**src/rtl/spq_pkg.sv**
```systemverilog
package spq_pkg;

  typedef enum logic [2:0] {
    FUNC_INSERT     = 3'd0,
    FUNC_REMOVE     = 3'd1,
    FUNC_PEEK_FRONT = 3'd2,
    FUNC_PEEK_TAIL  = 3'd3,
    FUNC_CLEAR      = 3'd4
  } func_e;

  localparam int unsigned FuncBits = 3;

  localparam logic StatusOk   = 1'b0;
  localparam logic StatusFail = 1'b1;

  // Per-cycle command broadcast to every cell.
  typedef struct packed {
    logic ins;
    logic rem;
  } cell_ctrl_t;

endpackage

```
**src/rtl/sorted_priority_queue.sv**
```systemverilog
// A result beat appears in the cycle after its input beat is accepted.
// Throughput: one operation per cycle while the output is not stalled; every cell of the
// chain compares and shifts in the same cycle; the output register frees as it drains.
// Reset: rst_ni (async, active low) empties the queue and drops the output
// beat; the cell contents are not cleared and are never read while unused.
module sorted_priority_queue #(
  parameter int unsigned CAPACITY     = 16,
  parameter int unsigned PAYLOAD_BITS = 32,
  parameter int unsigned RANK_BITS    = 16,
  localparam int unsigned CNT_W    = $clog2(CAPACITY + 1),
  localparam int unsigned IN_BITS  = spq_pkg::FuncBits + RANK_BITS + PAYLOAD_BITS,
  localparam int unsigned IN_W     = ((IN_BITS + 7) / 8) * 8,
  localparam int unsigned OUT_BITS = 2 + RANK_BITS + PAYLOAD_BITS + CNT_W,
  localparam int unsigned OUT_W    = ((OUT_BITS + 7) / 8) * 8
) (
  input  logic             clk_i,
  input  logic             rst_ni,
  input  logic             s_axis_tvalid_i,
  output logic             s_axis_tready_o,
  // func, in_rank, in_payload (from bit 0 up), zero padded
  input  logic [IN_W-1:0]  s_axis_tdata_i,
  output logic             m_axis_tvalid_o,
  input  logic             m_axis_tready_i,
  // status, out_rank, out_payload, entry_count, is_empty (from bit 0 up), zero padded
  output logic [OUT_W-1:0] m_axis_tdata_o
);
  import spq_pkg::*;

  func_e                   func;
  logic [RANK_BITS-1:0]    in_rank;
  logic [PAYLOAD_BITS-1:0] in_payload;
  logic                    accept;

  logic [CNT_W-1:0]        count_q, count_d;
  logic [RANK_BITS-1:0]    tail_rank_q, tail_rank_d;
  logic [PAYLOAD_BITS-1:0] tail_payload_q, tail_payload_d;
  logic                    out_valid_q, out_valid_d;
  logic [OUT_BITS-1:0]     out_q, out_d;

  cell_ctrl_t              ctrl;
  logic                    status;
  logic [RANK_BITS-1:0]    res_rank;
  logic [PAYLOAD_BITS-1:0] res_payload;
  logic                    not_full, not_empty, any_lt;

  logic [RANK_BITS-1:0]    rank_w    [CAPACITY];
  logic [PAYLOAD_BITS-1:0] payload_w [CAPACITY];
  logic [CAPACITY-1:0]     keep_w;
  logic [CAPACITY-1:0]     lt_w;

  assign func       = func_e'(s_axis_tdata_i[FuncBits-1:0]);
  assign in_rank    = s_axis_tdata_i[FuncBits +: RANK_BITS];
  assign in_payload = s_axis_tdata_i[FuncBits+RANK_BITS +: PAYLOAD_BITS];

  assign s_axis_tready_o = !out_valid_q || m_axis_tready_i;
  assign accept          = s_axis_tvalid_i && s_axis_tready_o;

  assign not_full  = (count_q < CNT_W'(CAPACITY));
  assign not_empty = (count_q != '0);
  assign any_lt    = |lt_w;

  always_comb begin
    ctrl           = '0;
    status         = StatusFail;
    res_rank       = '0;
    res_payload    = '0;
    count_d        = count_q;
    tail_rank_d    = tail_rank_q;
    tail_payload_d = tail_payload_q;
    unique case (func)
      FUNC_INSERT: begin
        if (not_full) begin
          ctrl.ins = accept;
          status   = StatusOk;
          count_d  = count_q + CNT_W'(1);
          // New entry lands at the back when nothing held ranks below it.
          if (!any_lt) begin
            tail_rank_d    = in_rank;
            tail_payload_d = in_payload;
          end
        end
      end
      FUNC_REMOVE: begin
        if (not_empty) begin
          ctrl.rem    = accept;
          status      = StatusOk;
          res_rank    = rank_w[0];
          res_payload = payload_w[0];
          count_d     = count_q - CNT_W'(1);
        end
      end
      FUNC_PEEK_FRONT: begin
        if (not_empty) begin
          status      = StatusOk;
          res_rank    = rank_w[0];
          res_payload = payload_w[0];
        end
      end
      FUNC_PEEK_TAIL: begin
        if (not_empty) begin
          status      = StatusOk;
          res_rank    = tail_rank_q;
          res_payload = tail_payload_q;
        end
      end
      FUNC_CLEAR: begin
        if (not_empty) begin
          status  = StatusOk;
          count_d = '0;
        end
      end
      default: begin
        status = StatusFail;
      end
    endcase
  end

  genvar gi;
  generate
    for (gi = 0; gi < CAPACITY; gi++) begin : g_cell
      logic                    prev_keep;
      logic [RANK_BITS-1:0]    left_rank, right_rank;
      logic [PAYLOAD_BITS-1:0] left_payload, right_payload;

      if (gi == 0) begin : g_head
        assign prev_keep    = 1'b1;
        assign left_rank    = in_rank;
        assign left_payload = in_payload;
      end else begin : g_body
        assign prev_keep    = keep_w[gi-1];
        assign left_rank    = rank_w[gi-1];
        assign left_payload = payload_w[gi-1];
      end

      if (gi == CAPACITY - 1) begin : g_last
        assign right_rank    = rank_w[gi];
        assign right_payload = payload_w[gi];
      end else begin : g_inner
        assign right_rank    = rank_w[gi+1];
        assign right_payload = payload_w[gi+1];
      end

      spq_cell #(
        .IDX          (gi),
        .RANK_BITS    (RANK_BITS),
        .PAYLOAD_BITS (PAYLOAD_BITS),
        .CNT_W        (CNT_W)
      ) u_cell (
        .clk_i           (clk_i),
        .ctrl_i          (ctrl),
        .count_i         (count_q),
        .new_rank_i      (in_rank),
        .new_payload_i   (in_payload),
        .prev_keep_i     (prev_keep),
        .left_rank_i     (left_rank),
        .left_payload_i  (left_payload),
        .right_rank_i    (right_rank),
        .right_payload_i (right_payload),
        .rank_o          (rank_w[gi]),
        .payload_o       (payload_w[gi]),
        .keep_o          (keep_w[gi]),
        .lt_o            (lt_w[gi])
      );
    end
  endgenerate

  always_comb begin
    out_valid_d = out_valid_q;
    out_d       = out_q;
    if (accept) begin
      out_valid_d = 1'b1;
      out_d       = {(count_d == '0), count_d, res_payload, res_rank, status};
    end else if (m_axis_tready_i) begin
      out_valid_d = 1'b0;
    end
  end

  always_ff @(posedge clk_i or negedge rst_ni) begin
    if (!rst_ni) begin
      count_q     <= '0;
      out_valid_q <= 1'b0;
    end else begin
      out_valid_q <= out_valid_d;
      if (accept) begin
        count_q <= count_d;
      end
    end
  end

  // Hold the tail copy and the result beat; no reset needed on payload.
  always_ff @(posedge clk_i) begin
    out_q <= out_d;
    if (accept) begin
      tail_rank_q    <= tail_rank_d;
      tail_payload_q <= tail_payload_d;
    end
  end

  assign m_axis_tvalid_o = out_valid_q;
  assign m_axis_tdata_o  = OUT_W'(out_q);

endmodule

```
**src/rtl/spq_cell.sv**
```systemverilog
module spq_cell #(
  parameter int unsigned IDX          = 0,
  parameter int unsigned RANK_BITS    = 16,
  parameter int unsigned PAYLOAD_BITS = 32,
  parameter int unsigned CNT_W        = 5
) (
  input  logic                    clk_i,
  input  spq_pkg::cell_ctrl_t     ctrl_i,
  input  logic [CNT_W-1:0]        count_i,
  input  logic [RANK_BITS-1:0]    new_rank_i,
  input  logic [PAYLOAD_BITS-1:0] new_payload_i,
  input  logic                    prev_keep_i,
  input  logic [RANK_BITS-1:0]    left_rank_i,
  input  logic [PAYLOAD_BITS-1:0] left_payload_i,
  input  logic [RANK_BITS-1:0]    right_rank_i,
  input  logic [PAYLOAD_BITS-1:0] right_payload_i,
  output logic [RANK_BITS-1:0]    rank_o,
  output logic [PAYLOAD_BITS-1:0] payload_o,
  output logic                    keep_o,
  output logic                    lt_o
);
  import spq_pkg::*;

  logic [RANK_BITS-1:0]    rank_q, rank_d;
  logic [PAYLOAD_BITS-1:0] payload_q, payload_d;
  logic                    occupied;

  assign occupied = (count_i > CNT_W'(IDX));
  // Entry stays put on insert when it ranks at or above the new one.
  assign keep_o   = occupied && (rank_q >= new_rank_i);
  assign lt_o     = occupied && (rank_q < new_rank_i);

  always_comb begin
    rank_d    = rank_q;
    payload_d = payload_q;
    if (ctrl_i.ins) begin
      if (!keep_o) begin
        if (prev_keep_i) begin
          rank_d    = new_rank_i;
          payload_d = new_payload_i;
        end else begin
          rank_d    = left_rank_i;
          payload_d = left_payload_i;
        end
      end
    end else if (ctrl_i.rem) begin
      rank_d    = right_rank_i;
      payload_d = right_payload_i;
    end
  end

  always_ff @(posedge clk_i) begin
    rank_q    <= rank_d;
    payload_q <= payload_d;
  end

  assign rank_o    = rank_q;
  assign payload_o = payload_q;

endmodule

```
**config.mk**
```make
export PLATFORM = sky130hd
export DESIGN_NAME = sorted_priority_queue
export DESIGN_NICKNAME = d
export VERILOG_FILES = /design/src/rtl/spq_pkg.sv /design/src/rtl/sorted_priority_queue.sv /design/src/rtl/spq_cell.sv
export SDC_FILE = /design/constraint.sdc
export NUM_CORES = 2
export LEC_CHECK = 0
export BUFFER_PORTS_ARGS = -buffer_cell sky130_fd_sc_hd__buf_2
export CAP_MARGIN = 30
export CELL_PAD_IN_SITES_DETAIL_PLACEMENT = 0
export CELL_PAD_IN_SITES_GLOBAL_PLACEMENT = 1
export CORE_ASPECT_RATIO = 1.75
export CORE_MARGIN = 3
export CORE_UTILIZATION = 40
export DETAILED_ROUTE_END_ITERATION = 8
export PLACE_DENSITY = 0.63
export SYNTH_ARGS = -nofsm -noshare
export SYNTH_HDL_FRONTEND = slang
export SYNTH_HIERARCHICAL = 1
export SYNTH_SLANG_ARGS = --single-unit
export TNS_END_PERCENT = 5
```
**constraint.sdc**
```tcl
create_clock -name clk_i -period 13.4 [get_ports clk_i]
set_input_delay 1.34 -clock clk_i [delete_from_list [all_inputs] [get_ports clk_i]]
set_output_delay 1.34 -clock clk_i [all_outputs]
set_load 0.02 [all_outputs]
```
# [After elaboration in Yosys (flattened, before gate mapping)]
# Cells that the tools add are included.
[totals] regBits=877 elab_cells=308
[classes] add_sub_neg=2 order_cmp=49 eq_ne=19 n_mux=139 bitwise=2 reduce_logical=60
[op_table] op="$mux 32" n=62
[op_table] op="$mux 16" n=62
[op_table] op="$ge 16x16->1" n=16
[op_table] op="$lt 16x16->1" n=16
[op_table] op="$pmux 32 s2" n=1
[op_table] op="$gt 5x4->1 const B" n=8
[op_table] op="$logic_and 1x1->1" n=33
[op_table] op="$pmux 16 s2" n=1
[op_table] op="$reduce_and 2->1" n=16
[op_table] op="$ne 2x2->1 const B" n=15
[op_table] op="$gt 5x3->1 const B" n=4
[op_table] op="$reduce_or 16->1" n=1
[op_table] op="$mux 5" n=3
[op_table] op="$pmux 5 s3" n=1
[op_table] op="$gt 5x1->1 const B" n=2
[op_table] op="$gt 5x2->1 const B" n=2
[op_table] op="$mux 1" n=8
[op_table] op="$eq 3x2->1 const B" n=2
[op_table] op="$add 5x1->5 const B" n=1
[op_table] op="$logic_not 5->1" n=1
[op_table] op="$lt 5x5->1 const B" n=1
[op_table] op="$reduce_bool 5->1" n=1
[op_table] op="$sub 5x1->5 const B" n=1
[op_table] op="$reduce_and 4->1" n=1
[op_table] op="other kinds (10)" n=12

# [Logic depth before layout (Yosys ltp)]
[depth] ltp_word=7 mapped_depth=12

# [Cells and area by module]
# Netlist, hierarchy kept.
[modules_own_cells] module="spq_cell (g_cell[8].u_cell ...)" n_inst=2 cells_per_inst=273 area_each_um2=2890.3 seq_area_each_um2=1441.4
[modules_own_cells] module="spq_cell (g_cell[10].u_cell ...)" n_inst=2 cells_per_inst=273 area_each_um2=2886.5 seq_area_each_um2=1441.4
[modules_own_cells] module="spq_cell (g_cell[2].u_cell ...)" n_inst=2 cells_per_inst=272 area_each_um2=2884.0 seq_area_each_um2=1441.4
[modules_own_cells] module="spq_cell (g_cell[14].u_cell ...)" n_inst=2 cells_per_inst=272 area_each_um2=2882.8 seq_area_each_um2=1441.4
[modules_own_cells] module="spq_cell (g_cell[13].u_cell ...)" n_inst=2 cells_per_inst=272 area_each_um2=2880.3 seq_area_each_um2=1441.4
[modules_own_cells] module="spq_cell (g_cell[11].u_cell ...)" n_inst=2 cells_per_inst=272 area_each_um2=2879.0 seq_area_each_um2=1441.4
[modules_own_cells] module="sorted_priority_queue" n_inst=1 cells_per_inst=309 area_each_um2=4460.5 seq_area_each_um2=3243.1
[modules_own_cells] module="spq_cell (g_cell[15].u_cell)" n_inst=1 cells_per_inst=271 area_each_um2=2894.0 seq_area_each_um2=1441.4
[modules_own_cells] module="spq_cell (g_cell[6].u_cell)" n_inst=1 cells_per_inst=272 area_each_um2=2887.8 seq_area_each_um2=1441.4
[modules_own_cells] module="spq_cell (g_cell[5].u_cell)" n_inst=1 cells_per_inst=272 area_each_um2=2886.5 seq_area_each_um2=1441.4
[modules_own_cells] module="spq_cell (g_cell[0].u_cell)" n_inst=1 cells_per_inst=273 area_each_um2=2884.0 seq_area_each_um2=1441.4

# [Least setup slack after synthesis]
# No wires, ideal clock.
[synth_timing] kind="input to register" start="in s_axis_tdata_i[18]" end="reg tail_payload_q[0] (enable)" setup_ps=573 arrival_time_ps=7342 t_required_ps=12827 setup_slack_ps=5485 stages=9 n_path_buf=0 cell_sequence="inv_1 -> ha_1 -> nand4_2 -> nor4_4 -> a2111oi_2 -> nor2b_1 -> nor4_1 -> nand4_1 -> nor4_1"
[synth_via] elab_chain_cells=5
[synth_rtl] item="from (decl)" line_no="sorted_priority_queue.sv:21" source="input logic [IN_W-1:0] s_axis_tdata_i,"
[synth_rtl] item="$lt 16x16->1" line_no="spq_cell.sv:31" source="assign lt_o = occupied && (rank_q < new_rank_i);"
[synth_rtl] item="$logic_and 1x1->1" line_no="spq_cell.sv:31"
[synth_rtl] item="named net lt_w[5]" line_no="sorted_priority_queue.sv:49" source="logic [CAPACITY-1:0] lt_w;"
[synth_rtl] item="$reduce_or 16->1" line_no="sorted_priority_queue.sv:60" source="assign any_lt = |lt_w;"
[synth_rtl] item="$not 1->1 (no line)"
[synth_rtl] item="$reduce_and 4->1 (no line)"
[synth_rtl] item="to (signal assigned)" line_no="sorted_priority_queue.sv:195" source="tail_payload_q <= tail_payload_d;"
[synth_rtl] item="to (decl)" line_no="sorted_priority_queue.sv:36" source="logic [PAYLOAD_BITS-1:0] tail_payload_q, tail_payload_d;"
# The timed path passes the listed nets, and every way through them passes these cells.
# A chain may end at the register's enable or synchronous reset.

# [Worst setup path after layout]
[layout_timing] start="in s_axis_tdata_i[15]" end="reg tail_payload_q[17] (enable)"
# The elaborated chain is that of the path after synthesis.

==> results_dict.tcl <==
set metrics [dict create \
    outcome "completed" \
    timing.rr.start "g_cell[13].u_cell/rank_o[15]" \
    synth_cells 4664 \
    cts-root-buf "clkbuf_16" \
    clk_pin_slew_worst_paths_ps 60 \
    cp_slowest_cell "nor4_1" \
    synth.net_count 4983 \
    vias_per_cell 5.18 \
    postRouteAntennaNets 0 \
    max-cap-violations 0 \
    cts_resized 0 \
    yosysWarnings 6 \
    io_pins 118 \
    setup_total_negative_slack_ps 0 \
    filler_cell_count 11900 \
    die-area_um2 131000 \
    cpPeakStageDelay_ps 840 \
    path_class "input port to register" \
    cts_buffers 87 \
    dp_hpwl_um 80900 \
    antenna_found_initial 3 \
    worst-path-buf-inv 3 \
    fp.dieW_um 275 \
    path_cells "buf_2 -> inv_1 -> ha_1 -> nand4_2 -> nor4_4 -> a2111oi_2 -> nor2b_1 -> nor4_1 -> nand4_1 -> nor4_2 -> buf_4" \
    grt_pass1_vias 32800 \
    critPathMaxFanout 48 \
    die_y_um 477 \
    start_kind "input port" \
    hp-class "input port to asynchronous set/reset pin" \
    clkLatencyLatePin_ps 690 \
    report.power.total_mw 7.40 \
    slew_headroom_pct 31.2 \
    vias 32900 \
    start_util_pct 40.3 \
    cts_hold_buf 0 \
    power.switching_mw 2.20 \
    final_cell_mix "a21oi_1, edfxtp_1, nor2_1" \
    drtIter0Drc 2087 \
    nNetsFinal 4959 \
    drive_gt1_share_pct 8.82 \
    max_freq_mhz 187 \
    critical_path_arrival_ps 5650 \
    rr_worst_depth 9 \
    required_ps 13710 \
    fin_util_pct 44.2 \
    place_area_um2 52600 \
    synth.cell_area_um2 50600 \
    wl_um 122000 \
    grt.overflow.total 0 \
    r2r_end "tail_payload_q[17]" \
    power.internal_mw 5.21 \
    drc 0 \
    tightest_slew_ps 1030 \
    area.sequential_um2 26300 \
    cp-end-kind "register" \
    power.density_nw_per_um2 133 \
    multiInputGateArea_um2 22100 \
    power_frac_comb_pct 21.7 \
    grt_pass1_wl_um 191000 \
    rsz0062_at_grt "false" \
    fin_crit_ps 5340 \
    syn_to_final_growth_pct 9.84 \
    vdd_drop_max_uv 99.9 \
    gp_congestion 0.785 \
    grt_use_total_pct 18.5 \
    hold_viol_final 0 \
    drt_first_pass_iters 5 \
    p_leak_nw 20.2 \
    final_common_cell "a21oi_1" \
    setup_viol 0 \
    rows 172 \
    routedWlPerCell_um 19.1 \
    finalClockSkew_ps 23.9 \
    swShare_pct 29.7 \
    clockBufferDepth 3 \
    min_period_over_period_pct 39.9 \
    critPathTopFamily "simple AND/OR/NAND/NOR gates" \
    htree_levels 3 \
    finalMaxSlewViolations 0 \
    grt_max_degree 222 \
    syn_area_per_cell_um2 10.9 \
    cts_tree "yes" \
    design_area_um2 55600 \
    clkPwrFrac_pct 33.1 \
    portBuffers 111 \
    core_um2 126000 \
    rrSetupSlack_ps 8860 \
    post_cts_buffers 0 \
    pwr-share-seq_pct 45.1 \
    clock_sink_count 877 \
]
[cell type report]
class | count | share of cell area, %
Antenna cell | 2 | 0.00900
Sequential cell | 877 | 47.3
Timing Repair Buffer | 184 | 2.46
Inverter | 276 | 1.86
Multi-Input combinational cell | 3214 | 39.7
Clock buffer | 106 | 4.12
Tap cell | 1653 | 3.72
Clock inverter | 50 | 0.817
[stage by stage]
stage	hold WS (ps)	setup slack, ps	std cells
after global routing	436	7770	6361
after floorplan	538	5480	4664
after global placement	529	6980	6192
final	478	8060	6362
after CTS	415	7920	6352
after detailed placement	529	7150	6196
[power by group through the flow]
stage | Clock, mW | Sequential, mW | Combinational, mW
after floorplan | 0 | 3.42 | 1.12
after global placement | 0 | 3.39 | 1.58
after detailed placement | 0 | 3.40 | 1.62
after CTS | 2.57 | 3.34 | 1.61
after global routing | 2.64 | 3.36 | 1.77
final | 2.45 | 3.34 | 1.61
[how the worst max path moves through the flow]
| stage | start | end | slack [ps] | depth (start not counted) |
|---|---|---|---|---|
| 2_1_floorplan | s_axis_tdata_i[18] | tail_payload_q[0] | 5480 | 9 |
| 3_3_place_gp | s_axis_tdata_i[2] | g_cell[15].u_cell/payload_o[9] | 6980 | 8 |
| 3_5_place_dp | s_axis_tdata_i[2] | g_cell[9].u_cell/payload_o[8] | 7150 | 9 |
| 4_1_cts | s_axis_tdata_i[2] | g_cell[9].u_cell/payload_o[8] | 7920 | 9 |
| 5_1_grt | s_axis_tdata_i[2] | g_cell[2].u_cell/payload_o[18] | 7770 | 10 |
| 6_report | s_axis_tdata_i[15] | tail_payload_q[17] | 8060 | 11 |
[sequential cells by signal (all words and copies together), names as in the netlist]
register and count:
g_cell.u_cell/rank_o 256, tail_rank_q 16, m_axis_tvalid_o 1, count_q 5
tail_payload_q 32, out_q 55, g_cell.u_cell/payload_o 512
[routing by layer]
metal  vias to the layer above  share of wire [%]  global-route usage, %
met5                         -              0.011                      0
met4                         2                2.1                   4.66
met3                       136                3.9                   2.86
met2                       505                 51                   33.3
met1                     15200                 43                   23.0
li1                      17100                  -                      -
No activity file was read; power rests on OpenSTA's default activity.
